### src/hw/rtl/lmfr_pkg.sv
// Package for the LED matrix frame refresh block: sizes, request codes,
// result kinds, and the word and command types. No dependencies.
`default_nettype none

package lmfr_pkg;

    // Chain geometry.
    localparam int MATRICES        = 2;
    localparam int ROWS_PER_MATRIX = 8;
    localparam int GLOBAL_ROWS     = ROWS_PER_MATRIX * MATRICES;
    localparam int GR_W            = (GLOBAL_ROWS > 1) ? $clog2(GLOBAL_ROWS) : 1;
    localparam int MAT_W           = (MATRICES > 1) ? $clog2(MATRICES) : 1;

    // Command queue between the front and back ends.
    localparam int Q_DEPTH = 2;
    localparam int Q_PTR_W = (Q_DEPTH > 1) ? $clog2(Q_DEPTH) : 1;
    localparam int Q_CNT_W = $clog2(Q_DEPTH + 1);

    // Request codes on the input word.
    localparam logic [2:0] REQ_SET_PIXEL = 3'd0;
    localparam logic [2:0] REQ_CLR_PIXEL = 3'd1;
    localparam logic [2:0] REQ_GET_PIXEL = 3'd2;
    localparam logic [2:0] REQ_WRITE_ROW = 3'd3;
    localparam logic [2:0] REQ_CLR_ROWS  = 3'd4;
    localparam logic [2:0] REQ_READ_ROWS = 3'd5;
    localparam logic [2:0] REQ_REFRESH   = 3'd6;

    // Result kinds on the output word.
    localparam logic [1:0] KIND_PIXEL   = 2'd0;
    localparam logic [1:0] KIND_ROW     = 2'd1;
    localparam logic [1:0] KIND_DISPLAY = 2'd2;

    localparam logic [3:0] DIGIT_ADDR_LAST = 4'(ROWS_PER_MATRIX);

    typedef struct packed {
        logic [2:0] req_type;
        logic [2:0] column;
        logic [2:0] row;
        logic       matrix;
        logic [7:0] row_byte;
        logic [3:0] first_row;
        logic [3:0] final_row;
    } t_req;

    typedef struct packed {
        logic [1:0] kind;
        logic       pixel_value;
        logic [7:0] row_value;
        logic [3:0] digit_addr;
        logic [7:0] digit_data;
        logic       latch_after;
        logic       last;
    } t_res;

    typedef enum logic [2:0] {
        OP_SET,
        OP_CLR,
        OP_GET,
        OP_WRITE,
        OP_CLEAR,
        OP_READ,
        OP_REFRESH
    } t_op;

    // Classified command. For single-row operations lo is the global row.
    typedef struct packed {
        t_op             op;
        logic            pix_ok;
        logic [2:0]      column;
        logic [7:0]      data;
        logic [GR_W-1:0] lo;
        logic [GR_W-1:0] hi;
    } t_cmd;

endpackage

`default_nettype wire

### src/hw/rtl/lmfr_if.sv
// Valid/ready channel interfaces for request and result words.
// Depends on lmfr_pkg.
`default_nettype none

interface lmfr_req_if import lmfr_pkg::*; ();
    logic valid;
    logic ready;
    t_req data;

    modport source (output valid, output data, input ready);
    modport sink   (input valid, input data, output ready);
endinterface

interface lmfr_res_if import lmfr_pkg::*; ();
    logic valid;
    logic ready;
    t_res data;

    modport source (output valid, output data, input ready);
    modport sink   (input valid, input data, output ready);
endinterface

`default_nettype wire

### src/hw/rtl/lmfr_front.sv
// Front end: accepts request words and turns them into queue commands.
// Depends on lmfr_pkg and lmfr_if.
`default_nettype none

module lmfr_front import lmfr_pkg::*; (
    lmfr_req_if.sink   i_req,
    input  logic       i_full,
    output logic       o_push,
    output t_cmd       o_cmd
);

    localparam logic [7:0] GLOBAL_ROWS_B = 8'(GLOBAL_ROWS);
    localparam logic [7:0] LAST_ROW_B    = 8'(GLOBAL_ROWS - 1);

    logic [7:0] idx8;
    logic [7:0] first8;
    logic [7:0] final8;
    logic       idx_ok;
    logic       range_ok;
    logic       keep;

    assign i_req.ready = !i_full;

    always_comb begin
        idx8   = {4'b0, i_req.data.matrix, i_req.data.row};
        idx_ok = idx8 < GLOBAL_ROWS_B;
        first8 = {4'b0, i_req.data.first_row};
        final8 = {4'b0, i_req.data.final_row};
        // A range is cut at the last row of the store.
        if (final8 > LAST_ROW_B) begin
            final8 = LAST_ROW_B;
        end
        range_ok = first8 <= final8;

        o_cmd.pix_ok = idx_ok;
        o_cmd.column = i_req.data.column;
        o_cmd.data   = i_req.data.row_byte;
        o_cmd.lo     = GR_W'(idx8);
        o_cmd.hi     = GR_W'(final8);
        o_cmd.op     = OP_SET;
        keep         = 1'b0;

        unique case (i_req.data.req_type)
            REQ_SET_PIXEL: begin
                o_cmd.op = OP_SET;
                keep     = idx_ok;
            end
            REQ_CLR_PIXEL: begin
                o_cmd.op = OP_CLR;
                keep     = idx_ok;
            end
            REQ_GET_PIXEL: begin
                // Always answered; an out-of-chain pixel reads as zero.
                o_cmd.op = OP_GET;
                keep     = 1'b1;
            end
            REQ_WRITE_ROW: begin
                o_cmd.op = OP_WRITE;
                keep     = idx_ok;
            end
            REQ_CLR_ROWS: begin
                o_cmd.op = OP_CLEAR;
                o_cmd.lo = GR_W'(first8);
                keep     = range_ok;
            end
            REQ_READ_ROWS: begin
                o_cmd.op = OP_READ;
                o_cmd.lo = GR_W'(first8);
                keep     = range_ok;
            end
            REQ_REFRESH: begin
                o_cmd.op = OP_REFRESH;
                keep     = 1'b1;
            end
            default: begin
                keep = 1'b0;
            end
        endcase
    end

    // Requests with no effect are taken and dropped here.
    assign o_push = i_req.valid && !i_full && keep;

endmodule

`default_nettype wire

### src/hw/rtl/lmfr_cmd_fifo.sv
// Short command queue between the front and back ends.
// Depends on lmfr_pkg.
`default_nettype none

module lmfr_cmd_fifo import lmfr_pkg::*; (
    input  logic i_clk,
    input  logic i_rst_n,
    input  logic i_push,
    input  t_cmd i_cmd,
    output logic o_full,
    input  logic i_pop,
    output logic o_valid,
    output t_cmd o_cmd
);

    localparam logic [Q_PTR_W-1:0] PTR_LAST = Q_PTR_W'(Q_DEPTH - 1);

    t_cmd               r_mem [Q_DEPTH];
    logic [Q_PTR_W-1:0] r_wr_ptr;
    logic [Q_PTR_W-1:0] r_rd_ptr;
    logic [Q_CNT_W-1:0] r_count;
    logic               do_push;
    logic               do_pop;

    assign o_full  = r_count == Q_CNT_W'(Q_DEPTH);
    assign o_valid = r_count != '0;
    assign o_cmd   = r_mem[r_rd_ptr];
    assign do_push = i_push && !o_full;
    assign do_pop  = i_pop && o_valid;

    always_ff @(posedge i_clk) begin
        if (do_push) begin
            r_mem[r_wr_ptr] <= i_cmd;
        end
    end

    always_ff @(posedge i_clk) begin
        if (!i_rst_n) begin
            r_wr_ptr <= '0;
            r_rd_ptr <= '0;
            r_count  <= '0;
        end else begin
            if (do_push) begin
                r_wr_ptr <= (r_wr_ptr == PTR_LAST) ? '0 : r_wr_ptr + Q_PTR_W'(1);
            end
            if (do_pop) begin
                r_rd_ptr <= (r_rd_ptr == PTR_LAST) ? '0 : r_rd_ptr + Q_PTR_W'(1);
            end
            if (do_push && !do_pop) begin
                r_count <= r_count + Q_CNT_W'(1);
            end else if (do_pop && !do_push) begin
                r_count <= r_count - Q_CNT_W'(1);
            end
        end
    end

endmodule

`default_nettype wire

### src/hw/rtl/lmfr_back.sv
// Back end: holds the frame store and executes queued commands into a registered
// result word, one row per cycle unless stalled. Depends on lmfr_pkg, lmfr_if.
`default_nettype none

module lmfr_back import lmfr_pkg::*; (
    input  logic        i_clk,
    input  logic        i_rst_n,
    input  logic        i_cmd_valid,
    input  t_cmd        i_cmd,
    output logic        o_pop,
    lmfr_res_if.source  o_res
);

    localparam logic [MAT_W-1:0] MAT_TOP = MAT_W'(MATRICES - 1);
    localparam logic [2:0]       ROW_TOP = 3'(ROWS_PER_MATRIX - 1);

    typedef enum logic [1:0] {
        ST_IDLE,
        ST_CLEAR,
        ST_READ,
        ST_REFRESH
    } t_state;

    t_state          r_state;
    logic [7:0]      r_store [GLOBAL_ROWS];
    logic [GR_W-1:0] r_cur;
    logic [GR_W-1:0] r_end;
    logic [2:0]      r_row;
    logic [MAT_W-1:0] r_mat;
    logic            r_ov;
    t_res            r_res;

    logic            can_emit;
    logic            emit;
    logic [GR_W-1:0] rd_idx;
    logic [7:0]      rd_byte;
    logic [7:0]      mask;
    logic            refresh_last;

    assign can_emit = !r_ov || o_res.ready;
    assign o_res.valid = r_ov;
    assign o_res.data  = r_res;
    assign mask = 8'h80 >> i_cmd.column;
    assign refresh_last = (r_mat == '0) && (r_row == ROW_TOP);

    // A new result word is loaded into the result register in this cycle.
    assign emit = ((r_state == ST_IDLE) && o_pop && (i_cmd.op == OP_GET))
                || (((r_state == ST_READ) || (r_state == ST_REFRESH)) && can_emit);

    always_comb begin
        unique case (r_state)
            ST_IDLE:    rd_idx = i_cmd.lo;
            ST_CLEAR:   rd_idx = r_cur;
            ST_READ:    rd_idx = r_cur;
            ST_REFRESH: rd_idx = GR_W'({r_mat, r_row});
            default:    rd_idx = r_cur;
        endcase
        rd_byte = r_store[rd_idx];
    end

    // A pixel read waits until the result register can take its word.
    always_comb begin
        o_pop = 1'b0;
        if (r_state == ST_IDLE && i_cmd_valid) begin
            o_pop = (i_cmd.op == OP_GET) ? can_emit : 1'b1;
        end
    end

    always_ff @(posedge i_clk) begin
        if (!i_rst_n) begin
            r_state <= ST_IDLE;
            r_ov    <= 1'b0;
            r_store <= '{default: '0};
        end else begin
            if (emit) begin
                r_ov <= 1'b1;
            end else if (r_ov && o_res.ready) begin
                r_ov <= 1'b0;
            end
            unique case (r_state)
                ST_IDLE: begin
                    if (o_pop) begin
                        unique case (i_cmd.op)
                            OP_SET:   r_store[i_cmd.lo] <= rd_byte | mask;
                            OP_CLR:   r_store[i_cmd.lo] <= rd_byte & ~mask;
                            OP_WRITE: r_store[i_cmd.lo] <= i_cmd.data;
                            OP_GET: begin
                                r_res <= '{kind: KIND_PIXEL,
                                           pixel_value: i_cmd.pix_ok && ((rd_byte & mask) != '0),
                                           row_value: '0, digit_addr: '0, digit_data: '0,
                                           latch_after: 1'b0, last: 1'b1};
                            end
                            OP_CLEAR: begin
                                r_cur   <= i_cmd.lo;
                                r_end   <= i_cmd.hi;
                                r_state <= ST_CLEAR;
                            end
                            OP_READ: begin
                                r_cur   <= i_cmd.lo;
                                r_end   <= i_cmd.hi;
                                r_state <= ST_READ;
                            end
                            OP_REFRESH: begin
                                r_row   <= '0;
                                r_mat   <= MAT_TOP;
                                r_state <= ST_REFRESH;
                            end
                            default: ;
                        endcase
                    end
                end
                ST_CLEAR: begin
                    r_store[r_cur] <= '0;
                    if (r_cur == r_end) begin
                        r_state <= ST_IDLE;
                    end else begin
                        r_cur <= r_cur + GR_W'(1);
                    end
                end
                ST_READ: begin
                    if (can_emit) begin
                        r_res <= '{kind: KIND_ROW, pixel_value: 1'b0, row_value: rd_byte,
                                   digit_addr: '0, digit_data: '0, latch_after: 1'b0,
                                   last: r_cur == r_end};
                        if (r_cur == r_end) begin
                            r_state <= ST_IDLE;
                        end else begin
                            r_cur <= r_cur + GR_W'(1);
                        end
                    end
                end
                ST_REFRESH: begin
                    if (can_emit) begin
                        r_res <= '{kind: KIND_DISPLAY, pixel_value: 1'b0, row_value: '0,
                                   digit_addr: 4'(r_row) + 4'd1, digit_data: rd_byte,
                                   latch_after: r_mat == '0, last: refresh_last};
                        // Last matrix first, then step to the next row address.
                        if (r_mat == '0) begin
                            r_mat <= MAT_TOP;
                            r_row <= r_row + 3'd1;
                            if (r_row == ROW_TOP) begin
                                r_state <= ST_IDLE;
                            end
                        end else begin
                            r_mat <= r_mat - MAT_W'(1);
                        end
                    end
                end
                default: r_state <= ST_IDLE;
            endcase
        end
    end

endmodule

`default_nettype wire

### src/hw/rtl/led_matrix_frame_refresh.sv
// Top level of the LED matrix frame refresh block: front end, command
// queue and back end. Depends on lmfr_pkg, lmfr_if and the three submodules.
//
// Usage. Requests arrive as words on i_req (valid/ready); results leave as
// words on o_res (valid/ready). A word is accepted at a rising edge where
// valid and ready are both high. The frame store holds eight row bytes for
// each cascaded matrix; global row = 8*matrix + row, column 0 is bit 7.
// Set, clear and write requests and row-range clears return nothing; a pixel
// read returns one word, a range read one word per row, and a refresh one
// display word per matrix for each of the eight row addresses.
// The back end handles one store row per cycle unless a stalled result
// word holds it. The two-entry command queue lets the front end take
// requests while the back end works; i_req.ready drops only when that
// queue is full.
// When the receiver stalls, the result register holds its word and the back
// end waits at the next command that returns a word; the queue then fills
// and backpressure reaches i_req.
// Reset (synchronous, active low) clears the frame store to zero at once,
// empties the queue and drops o_res.valid.
`default_nettype none

module led_matrix_frame_refresh import lmfr_pkg::*; (
    input  logic       i_clk,
    input  logic       i_rst_n,
    lmfr_req_if.sink   i_req,
    lmfr_res_if.source o_res
);

    logic push;
    logic full;
    logic pop;
    logic cmd_valid;
    t_cmd push_cmd;
    t_cmd head_cmd;

    lmfr_front u_front (
        .i_req  (i_req),
        .i_full (full),
        .o_push (push),
        .o_cmd  (push_cmd)
    );

    lmfr_cmd_fifo u_cmd_fifo (
        .i_clk   (i_clk),
        .i_rst_n (i_rst_n),
        .i_push  (push),
        .i_cmd   (push_cmd),
        .o_full  (full),
        .i_pop   (pop),
        .o_valid (cmd_valid),
        .o_cmd   (head_cmd)
    );

    lmfr_back u_back (
        .i_clk       (i_clk),
        .i_rst_n     (i_rst_n),
        .i_cmd_valid (cmd_valid),
        .i_cmd       (head_cmd),
        .o_pop       (pop),
        .o_res       (o_res)
    );

endmodule

`default_nettype wire

### src/flat_wrapper.sv
// flat-port wrapper written by rule: the top's interface ports become plain ports
module led_matrix_frame_refresh_flat import lmfr_pkg::*;
  (i_clk, i_rst_n, i_req_valid, i_req_data, i_req_ready, o_res_valid, o_res_data, o_res_ready);
  lmfr_req_if i_req_i ();
  lmfr_res_if o_res_i ();
  input  logic i_clk;
  input  logic i_rst_n;
  input wire logic [$bits(i_req_i.valid)-1:0] i_req_valid;
  input wire logic [$bits(i_req_i.data)-1:0] i_req_data;
  output wire logic [$bits(i_req_i.ready)-1:0] i_req_ready;
  output wire logic [$bits(o_res_i.valid)-1:0] o_res_valid;
  output wire logic [$bits(o_res_i.data)-1:0] o_res_data;
  input wire logic [$bits(o_res_i.ready)-1:0] o_res_ready;
  assign i_req_i.valid = i_req_valid;
  assign i_req_i.data = i_req_data;
  assign i_req_ready = i_req_i.ready;
  assign o_res_valid = o_res_i.valid;
  assign o_res_data = o_res_i.data;
  assign o_res_i.ready = o_res_ready;
  led_matrix_frame_refresh u_core (.i_clk(i_clk), .i_rst_n(i_rst_n), .i_req(i_req_i), .o_res(o_res_i));
endmodule
### config.mk
export PLATFORM = sky130hd
export DESIGN_NAME = led_matrix_frame_refresh_flat
export DESIGN_NICKNAME = d
export VERILOG_FILES = /design/src/hw/rtl/lmfr_pkg.sv /design/src/hw/rtl/lmfr_if.sv /design/src/hw/rtl/lmfr_front.sv /design/src/hw/rtl/lmfr_cmd_fifo.sv /design/src/hw/rtl/lmfr_back.sv /design/src/hw/rtl/led_matrix_frame_refresh.sv /design/src/flat_wrapper.sv
export SDC_FILE = /design/constraint.sdc
export NUM_CORES = 1
export LEC_CHECK = 0
export BUFFER_PORTS_ARGS = -buffer_cell sky130_fd_sc_hd__buf_2
export CAP_MARGIN = 0
export CELL_PAD_IN_SITES_DETAIL_PLACEMENT = 1
export CELL_PAD_IN_SITES_GLOBAL_PLACEMENT = 2
export CORE_UTILIZATION = 44
export DETAILED_ROUTE_END_ITERATION = 10
export HOLD_SLACK_MARGIN = 0.12
export PLACE_DENSITY = 0.95
export SETUP_SLACK_MARGIN = 0.02
export SLEW_MARGIN = 30
export SYNTH_ARGS = -nofsm -noshare
export SYNTH_HDL_FRONTEND = slang
export SYNTH_SLANG_ARGS = --single-unit
### constraint.sdc
create_clock -name i_clk -period 9.72 [get_ports i_clk]
set_clock_uncertainty 0.1 [all_clocks]
set_input_delay 0.486 -clock i_clk [delete_from_list [all_inputs] [get_ports i_clk]]
set_output_delay 0.486 -clock i_clk [all_outputs]
set_load 0.005 [all_outputs]
======== Word-level counts from Yosys, hierarchy flattened ========
Memories as Yosys holds them, arrays and structs flattened. A register that Yosys moved wholly into a read port is not among the register bits.
Cells that the tools add are included.
word-level totals
  RAM bits ................................ 44
  word-level logic and storage cells ...... 187
  bits of input ports ..................... 30
  memories ................................ 1
  bits in registers ....................... 172
operators by class
  bitwise gates (word level) .............. 10
  equal/unequal tests ..................... 28
  reduce and logical (&&, ||, !) cells .... 44
  shifts and indexed selects .............. 1
  multiplexer cells ....................... 57
  add/subtract/negate cells ............... 8
  order comparisons ....................... 6
memories
  name                     depth  bits a word  read ports  clocked after memory_dff  wr ports  RTL line             RTL
  u_core.u_cmd_fifo.r_mem  2      22           1           1                         1         lmfr_cmd_fifo.sv:18  t_cmd r_mem [Q_DEPTH];
operators by type and width
  cell                                                       count
  bitwise mux 128 bit                                        3
  case mux 128 bit (3 select lines)                          1
  case mux 128 bit (2 select lines)                          1
  bitwise AND 128 bit                                        1
  2-to-1 mux 128 bit                                         1
  inverter 128 bit                                           1
  2-to-1 mux 25 bit                                          4
  case mux 25 bit (3 select lines)                           1
  demux 8 bit (select 4 bit)                                 2
  binary-select mux 8 bit (select 4 bit)                     1
  2-to-1 mux 8 bit                                           4
  case mux 4 bit (3 select lines)                            2
  == test 3 bit (second input constant)                      7
  2-to-1 mux 4 bit                                           5
  case mux 3 bit (6 select lines)                            1
  AND reduction 6 bit                                        3
  bitwise AND 8 bit                                          2
  2-to-1 mux 2 bit                                           8
  greater-or-equal comparator 5 bit (second input constant)  3
  inverter 4 -> 5 bit                                        3
  logical AND 1 bit                                          14
  2-to-1 mux 1 bit                                           14
  == test 3 x 2 -> 1 bit (second input constant)             4
  2-to-1 mux 3 bit                                           4
  37 further kinds                                           64

======== Logic depth before layout (Yosys ltp) ========
Gate-level depths: netlist (run 1).
  depth in word-level cells ............... 13
  depth in mapped cells ................... 16

======== By module ========
From an unflattened synthesis (run 1), not the netlist that was laid out.
second synthesis, totals
  cell total of the unflattened synthesis .. 1596
  area, all modules ....................... 13302.8 µm²
modules (own cells, without submodules)
  module         instances  area an instance (µm²)  sequential area each (µm²)  cells an instance
  lmfr_back      1          11086.9                 3733.6                      1456
  lmfr_cmd_fifo  1          1886.8                  1481.4                      96
  lmfr_front     1          329.1                   0.0                         44

======== Least setup slack after synthesis (run 1) ========
OpenSTA, ideal clock, no wires.
  path kind ............................... flip-flop to flip-flop
  start ................................... reg u_core.u_back.r_state[0]
  end ..................................... reg u_core.u_back.r_store[104] (netlist bit)
  buffers on the path ..................... 5
  slack ................................... 6.459 ns
  setup time .............................. 0.127 ns
  stages on the path, launching flop included .. 16
  clock period less this slack ............ 3.261 ns
  data arrival time ....................... 3.034 ns
  data required time ...................... 9.493 ns
  cell sequence ........................... dfxtp_1 -> inv_1 -> ha_1 -> buf_6 -> a221oi_4 -> a21o_4 -> buf_8 -> buf_6 -> buf_6 -> mux2i_1 -> a221oi_2 -> a32oi_1 -> a21oi_2 -> a31oi_4 -> buf_6 -> a211oi_2
on the way
  word-level cells in the longest chain between the ends .. 12
  elaborated cells between the ends (all ways) .. 23
  those cells by class .................... eq/ne: 5; mux: 10; bitwise: 3; reduce/logical: 5
ends and longest elaborated chain
  element                                                  RTL line                          RTL
  from (decl)                                              lmfr_back.sv:24                   t_state r_state;
  from (signal assigned)                                   lmfr_back.sv:71                   r_state <= ST_IDLE;
  from (signal assigned)                                   lmfr_back.sv:96                   r_state <= ST_CLEAR;
  from (signal assigned)                                   lmfr_back.sv:101                  r_state <= ST_READ;
  == test 2 bit or == test 2 x 1 -> 1 bit (tied branches)  lmfr_back.sv:51, lmfr_back.sv:80
  OR reduction 2 bit (no line)                             n/a
  case mux 4 bit (3 select lines)                          lmfr_back.sv:51                   unique case (r_state)
  inverter 4 -> 5 bit (implied by the code)                lmfr_back.sv:58                   rd_byte = r_store[rd_idx];
  binary-select mux 8 bit (select 4 bit)                   lmfr_back.sv:58
  2-to-1 mux 8 bit (implied by the code) (2 in series)     lmfr_back.sv:58
  bitwise AND 8 bit or bitwise OR 8 bit (tied branches)    lmfr_back.sv:85, lmfr_back.sv:84
  bitwise mux 128 bit (on tied branches)                   lmfr_back.sv:85, lmfr_back.sv:84
  case mux 128 bit (3 select lines)                        lmfr_back.sv:83                   unique case (i_cmd.op)
  2-to-1 mux 128 bit                                       lmfr_back.sv:82                   if (o_pop) begin
  case mux 128 bit (2 select lines)                        lmfr_back.sv:80                   unique case (r_state)
  to (signal, indexed assignment)                          lmfr_back.sv:84                   OP_SET: r_store[i_cmd.lo] <= rd_byte | mask;
  to (signal, indexed assignment)                          lmfr_back.sv:85                   OP_CLR: r_store[i_cmd.lo] <= rd_byte & ~mask;
  to (signal, indexed assignment)                          lmfr_back.sv:86                   OP_WRITE: r_store[i_cmd.lo] <= i_cmd.data;
  to (decl)                                                lmfr_back.sv:25                   logic [7:0] r_store [GLOBAL_ROWS];
Parallel ways exist; a longest one is shown, timed or not. The select of a mux whose other input is x is not followed.
A chain may end at the register's enable or synchronous reset.

======== Worst setup path after layout (run 1) ========
  start ................................... reg u_core.u_back.r_state[0]
  end ..................................... reg u_core.u_back.r_store[41] (netlist bit)
The elaborated chain is that of the path after synthesis.

==> results of run 1 <==
-- critical path: cells and delay by family (launching register included) --
kind,cells,cell delay (ns)
mux,1,0.37
compound gates,6,2.81
fa+ha+maj,1,0.47
simple gates,1,0.67
buf+inv,1,0.11
flops,1,0.42
-- metrics by stage --
stage | cells | hold WS [ns]
2_1_floorplan | 1102 | 0.353
3_3_place_gp | 1433 | 0.365
3_5_place_dp | 1433 | 0.400
4_1_cts | 1492 | 0.171
5_1_grt | 1492 | 0.178
6_report | 1492 | 0.182
-- area by class of cell --
type                            instances  share of cell area
Clock buffer                           33              0.0560
Timing Repair Buffer                   84              0.0411
Sequential cell                       217               0.401
Clock inverter                         11             0.00945
Multi-Input combinational cell        784               0.450
Inverter                               33             0.00965
Tap cell                              330              0.0322
-- metal layers --
layer	up-vias	wire, µm
met1	4981	16200
met5	-	0
met3	94	2920
li1	4376	-
met2	453	18700
met4	0	1480
-- report_power, final --
part | switching, mW | internal, mW | total [mW] | leakage, nW
combinational | 1.11 | 0.400 | 1.51 | 2.16
clock | 0.405 | 0.573 | 0.978 | 0.422
sequential | 0.0563 | 1.03 | 1.08 | 1.85
total | 1.57 | 2.00 | 3.57 | 4.43
-- synth_stat cells, drive strengths merged, types with 2 or more instances --
master	number	share of area
clkbuf	31	0.010
a211oi	33	0.026
ha	17	0.019
nor2b	11	0.0060
a22oi	3	0.0028
dfxtp	136	0.24
a32oi	5	0.0038
a221oi	25	0.021
nand2b	6	0.0033
o221a	81	0.080
a221o	2	0.0018
o31ai	17	0.012
o21a	10	0.0066
o21ai	36	0.018
and3	6	0.0033
buf	37	0.026
a21o	18	0.012
nand3	20	0.0092
mux2i	46	0.040
a21boi	9	0.0059
o31a	10	0.0078
or3b	10	0.0077
a31oi	24	0.025
inv	33	0.011
a2111oi	4	0.0042
a21oi	101	0.048
edfxtp	81	0.21
nor2	93	0.031
nand4	6	0.0033
o22ai	5	0.0027
nor3	2	0.00088
nand2	94	0.031
a311oi	5	0.0066
a222oi	3	0.0026
o311ai	17	0.013
and2	9	0.0049
or2	2	0.0011
nand3b	12	0.0079
xor2	7	0.0054
or3	3	0.0016
mux2	18	0.018
a31o	2	0.0015
nor4	2	0.0011
-- worst paths after layout --
| check | from | to |
|---|---|---|
| max | u_core.u_back.r_state[0] | u_core.u_back.r_store[41] |
| min | i_req_data[18] | u_core.u_cmd_fifo.r_mem[0][5] |
| max reg2reg | u_core.u_back.r_state[0] | u_core.u_back.r_store[41] |
| min reg2reg | u_core.u_cmd_fifo.r_rd_ptr | u_core.u_cmd_fifo.r_rd_ptr |
-- registers in the layout, indices dropped and copies added (netlist names), 2 cells and up, named ones only --
| signal | flops |
|---|---|
| u_core.u_back.o_res.data | 25 |
| u_core.u_back.r_cur | 4 |
| u_core.u_back.r_end | 4 |
| u_core.u_back.r_row | 3 |
| u_core.u_back.r_state | 2 |
| u_core.u_back.r_store | 128 |
| u_core.u_cmd_fifo.r_count | 2 |
| u_core.u_cmd_fifo.r_mem | 44 |
-- what timing repair did --
action,CTS,global route
buffers inserted,0,0
hold buffers,15,0
hold endpoints to repair,30,0
-- cells by family after synthesis --
| logic type | after synthesis | share of synthesized area |
|---|---|---|
| and+or+nand+nor | 279 | 0.114 |
| muxes | 64 | 0.0580 |
| adders and majority gates | 17 | 0.0186 |
| buffers and inverters | 101 | 0.0466 |
| DFF | 217 | 0.451 |
| xor gates and xnor gates | 8 | 0.00613 |
| AOI/OAI and AO/OA | 416 | 0.306 |
==> flow_metrics.py, run 1 <==
metrics = {
    "place": {
        "gp_congestion": 0.879,
        "pre_cts_ws_ns": 4.71,
        "hpwl_um": 26700,
        "placed_area_um2": 11800,
        "io_buffers": 56,
    },
    "timing": {
        "drv_slew": 0,
        "tightest_slew_ns": 1.08,
        "rsz0062_at_grt": "no",
        "setup_violations": 0,
        "final.period_utilization": 0.524,
        "max_freq_mhz": 196,
        "post-route-min-period_ns": 5.09,
        "setup_slack_ns": 4.63,
        "relSlewSlack": 0.263,
        "tns_ns": 0,
        "hold_viol_final": 0,
    },
    "detailed_routing": {
        "dr.pass1.iters": 5,
        "drc": 0,
        "ant_nets": 0,
        "vias": 9904,
        "drtIter0Drc": 925,
        "via_per_inst": 6.64,
        "post_drt_wl_per_cell_um": 26.3,
        "drt_wl_total_um": 39300,
    },
    "cells_and_area": {
        "regArea_um2": 5150,
        "syn2layout_area_growth_pct": 12.3,
        "final_area_um2": 12800,
        "multi_input_area_um2": 5780,
        "post-route-util": 0.507,
        "drive_gt1_frac": 0.176,
        "fillers": 2742,
        "num_antenna_cells": 0,
        "nets": 1192,
        "layout_commonest_cell": "dfxtp_1",
        "layout_common_cells": "136 x dfxtp_1, 93 x nor2_1, 93 x nand2_1",
    },
    "yosys": {
        "yosysSeqAreaShare": 0.451,
        "syn_area_um2": 11400,
        "synth_edf_count": 81,
        "postSynthCellCount": 1102,
        "synth_ff_type": "dfxtp_1",
        "synthesis.nets": 1149,
        "netlist-cell-type-count": 77,
        "syn_area_per_cell_um2": 10.4,
        "synthArstFlopShare": 0,
        "yosysWarnings": 0,
        "ys_ff_latch": 217,
    },
    "clocking": {
        "cts_tree": "done",
        "clockRootBuffer": "clkbuf_16",
        "path_clk_slew_ns": 0.06,
        "h-tree-depth": 1,
        "clk_latency_ns": 0.56,
        "cts_made_buffers": 25,
        "post_cts_resized": 0,
        "clkSinkCount": 217,
        "cts_buffer_depth": 3,
    },
    "critical_path": {
        "crit_chain": "inv_1 -> ha_1 -> a221oi_4 -> a21o_4 -> mux2i_1 -> a222oi_1 -> a22oi_1 -> a21oi_1 -> or3_1 -> o221a_1",
        "crit_arrival_ns": 5.44,
        "ff2ff_path_depth": 10,
        "startpoint_type": "flop",
        "cp.required_ns": 10.06,
        "slowest_stage": "a221oi_4",
        "cp-end-kind": "flop",
        "critPathKind": "reg -> reg",
        "reg2reg_slack_ns": 4.63,
        "slowest_delay_ns": 0.90,
        "cp_max_fo": 56,
    },
    "power_and_ir_drop": {
        "ir_worst_vdd_mv": 0.213,
        "power.total_mw": 3.57,
        "powerDensity_nw_per_um2": 278,
        "leakagePower_nw": 4.43,
    },
    "die": {
        "die_h_um": 163,
        "fp.coreArea_um2": 25300,
        "fp-row-count": 58,
        "die_area_um2": 26600,
        "io_pins": 57,
        "die_x_um": 163,
        "initial_core_util": 0.452,
    },
    "global_routing": {
        "grtUsageMet2": 0.477,
        "grt_max_degree": 61,
        "use_met3": 0.0335,
        "grt_pass1_wl_um": 59400,
        "grt-ovfl-total": 0,
        "grt_pass1_vias": 9959,
        "grt_use_total": 0.292,
        "antenna_found_initial": 0,
        "top_usage_layer": "met2",
        "grt_util_met1": 0.389,
    },
    "worst_hold_path": {
        "min_path_cells": 2,
        "min_path_type": "in -> reg",
    },
    "job": {
        "max_cap_violations": 0,
    },
    "run_status": {
        "outcome": "complete, no violations",
    },
}
(Power assumes the default switching activity.)
==> run 2: changes to the inputs <==
ABC_AREA = 1   (was unset)
CORE_UTILIZATION = 34   (was 44)
PLACE_DENSITY = 0.9   (was 0.95)
clock period = 5.3 ns   (was 9.72 ns; I/O delays follow)
==> flow_metrics.py, run 2 <==
metrics = {
    "power_and_ir_drop": {
        "power_frac_comb": 0.661,
        "ir_worst_vdd_mv": 0.539,
        "clockPowerShare": 0.162,
        "switching_share": 0.600,
        "p_switching_mw": 7.26,
        "powerDensity_nw_per_um2": 621,
        "p_int_mw": 4.84,
        "seqPwrFrac": 0.177,
        "leakagePower_nw": 8.19,
    },
    "worst_hold_path": {
        "whs_endpoint": "u_core.u_cmd_fifo.r_wr_ptr",
        "min_from": "i_req_valid",
        "min_path_type": "in -> reg",
        "min_path_cells": 6,
    },
    "global_routing": {
        "grt-ovfl-total": 0,
        "grt_max_degree": 181,
        "grt_pass1_vias": 20800,
        "antenna_found_initial": 1,
        "grt_pass1_wl_um": 120000,
        "grt_use_total": 0.291,
    },
    "clocking": {
        "cts_buffer_depth": 3,
        "path_clk_slew_ns": 0.07,
        "post_cts_resized": 0,
        "h-tree-depth": 1,
        "cts_tree": "done",
        "post_cts_buffers": 0,
        "clk_latency_ns": 0.60,
        "cts_made_buffers": 28,
        "clockRootBuffer": "clkbuf_16",
        "clkSinkCount": 217,
    },
    "detailed_routing": {
        "post_drt_wl_per_cell_um": 21.8,
        "dr.pass1.iters": 5,
        "drtIter0Drc": 1735,
        "drt_wl_total_um": 78300,
        "vias": 20300,
        "drc": 0,
        "ant_nets": 0,
        "via_per_inst": 5.65,
    },
    "cells_and_area": {
        "layout_common_cells": "1037 x nand2_1, 396 x a21oi_1, 326 x nor2_1",
        "largest_reg_flops": 128,
        "drive_gt1_frac": 0.115,
        "num_antenna_cells": 0,
        "largest_register": "u_core.u_back.r_store",
        "nets": 2941,
        "syn2layout_area_growth_pct": 10.6,
        "layout_commonest_cell": "nand2_1",
        "post-route-util": 0.380,
    },
    "die": {
        "die_area_um2": 52700,
        "die_h_um": 230,
        "fp.coreArea_um2": 51200,
        "fp-row-count": 83,
        "io_pins": 57,
        "die_x_um": 230,
        "initial_core_util": 0.344,
    },
    "critical_path": {
        "cp.required_ns": 5.63,
        "reg2reg_slack_ns": 0.74,
        "ff2ff_path_depth": 16,
        "r2r_start": "u_core.u_back.r_state[0]",
        "crit_arrival_ns": 4.89,
        "cp-end-kind": "flop",
        "startpoint_type": "flop",
        "cp_max_fo": 41,
        "critPathKind": "reg -> reg",
        "timing.rr.end": "u_core.u_back.r_store[62]",
    },
    "yosys": {
        "syn_area_per_cell_um2": 6.01,
        "yosysSeqAreaShare": 0.293,
        "yosysTopAreaCell": "nand2_1",
        "synth_top_area_frac": 0.221,
        "synthTopCellsByCount": "1038 x nand2_1, 396 x a21oi_1, 329 x nor2_1",
        "postSynthCellCount": 2931,
        "synth_ff_type": "dfxtp_1",
        "syn_area_um2": 17600,
        "ys_top_cells_by_area": "nand2_1 22%, dfxtp_1 15%, edfxtp_1 14%, a21oi_1 11%, nand3_1 8.4%",
        "synthArstFlopShare": 0,
        "ys_ff_latch": 217,
        "netlist-cell-type-count": 45,
        "synthesis.nets": 2978,
        "synth_edf_count": 81,
        "yosysWarnings": 0,
        "yosysMostFrequentCell": "nand2_1",
    },
    "timing": {
        "rsz0062_at_grt": "no",
        "drv_slew": 0,
        "tns_ns": 0,
        "post-route-min-period_ns": 4.56,
        "max_freq_mhz": 219,
        "setup_violations": 0,
        "final.period_utilization": 0.861,
        "tightest_slew_ns": 1.16,
        "hold_viol_final": 0,
        "hold_slack_ns": 0.290,
        "relSlewSlack": 0.229,
    },
    "place": {
        "hpwl_um": 48900,
        "gp_congestion": 0.924,
        "io_buffers": 56,
    },
    "run_status": {
        "outcome": "complete, no violations",
    },
    "job": {
        "max_cap_violations": 0,
    },
}
==> run 2: final cells by class <==
cell class              instances  area, µm²
fillers                      6795      31700
multi-input cells            2348      10900
flip-flops and latches        217       5150
repair buffers                119        915
well taps                     680        851
clock buffers                  39        772
inverters                     180        688
clock inverters                13        140
==> run 2: metrics by stage <==
stage / instance area [µm²] / worst slack [ns] / cells / power, mW
2_1_floorplan: 17600 / 1.19 / 2931 / 6.90
3_3_place_gp: 18200 / 1.09 / 3512 / 9.56
3_5_place_dp: 18300 / 0.862 / 3515 / 9.88
4_1_cts: 19500 / 0.819 / 3596 / 11.9
5_1_grt: 19500 / 0.604 / 3596 / 12.5
6_report: 19500 / 0.736 / 3596 / 12.1
==> run 2: worst max-delay path by stage <==
stage                             start                          end  slack, ns  cells after the start
2_1_floorplan  u_core.u_back.r_state[0]  u_core.u_back.o_res.data[0]       1.19                      9
3_3_place_gp   u_core.u_back.r_state[0]    u_core.u_back.r_store[70]       1.09                     16
3_5_place_dp   u_core.u_back.r_state[0]    u_core.u_back.r_store[86]       0.86                     16
4_1_cts        u_core.u_back.r_state[0]    u_core.u_back.r_store[62]       0.82                     16
5_1_grt        u_core.u_back.r_state[0]    u_core.u_back.r_store[86]       0.60                     16
6_report       u_core.u_back.r_state[0]    u_core.u_back.r_store[62]       0.74                     16
==> run 2: logic make-up (layout without fill, tap and decap cells) <==
| group | Yosys count | after routing | share of synthesized area |
|---|---|---|---|
| and+or+nand+nor | 1845 | 1845 | 0.446 |
| DFF | 217 | 217 | 0.293 |
| adders and majority gates | 17 | 17 | 0.0121 |
| AOI/OAI and AO/OA | 473 | 473 | 0.150 |
| muxes | 8 | 8 | 0.00455 |
| buffers and inverters | 366 | 351 | 0.0925 |
| xor gates and xnor gates | 5 | 5 | 0.00249 |
==> run 2: critical path, stage by stage, from the launching register on <==
cell	delay [ns]
dfxtp_1	0.35
inv_1	0.16
ha_1	0.53
clkinv_1	0.48
nand3_2	0.25
nand2_2	0.34
buf_12	0.33
nand2_1	0.08
nand3_1	0.10
nand3_1	0.15
nand3_1	0.23
nand2_2	0.22
nand2_2	0.52
a21oi_1	0.33
nand2_1	0.08
nand2_1	0.06
a21oi_1	0.05
==> run 2: timing repair <==
item,in CTS,in global routing
endpoints found under the setup margin,0,0
hold buffers,29,0
endpoints found under the hold margin,49,0
==> run 2: power groups by stage <==
stage	Clock (mW)	Combinational, mW	Sequential [mW]
6_report	1.97	7.99	2.14
5_1_grt	2.05	8.34	2.16
4_1_cts	2.00	7.76	2.13
3_5_place_dp	0	7.71	2.17
3_3_place_gp	0	7.40	2.15
2_1_floorplan	0	4.79	2.11
==> run 2: layer usage <==
| layer | part of all wire | vias up | track usage |
|---|---|---|---|
| met5 | 0.00020 | - | 0 |
| met4 | 0.047 | 2 | 0.136 |
| met1 | 0.42 | 10000 | 0.370 |
| met2 | 0.47 | 721 | 0.486 |
| li1 | - | 9369 | - |
| met3 | 0.067 | 206 | 0.0371 |
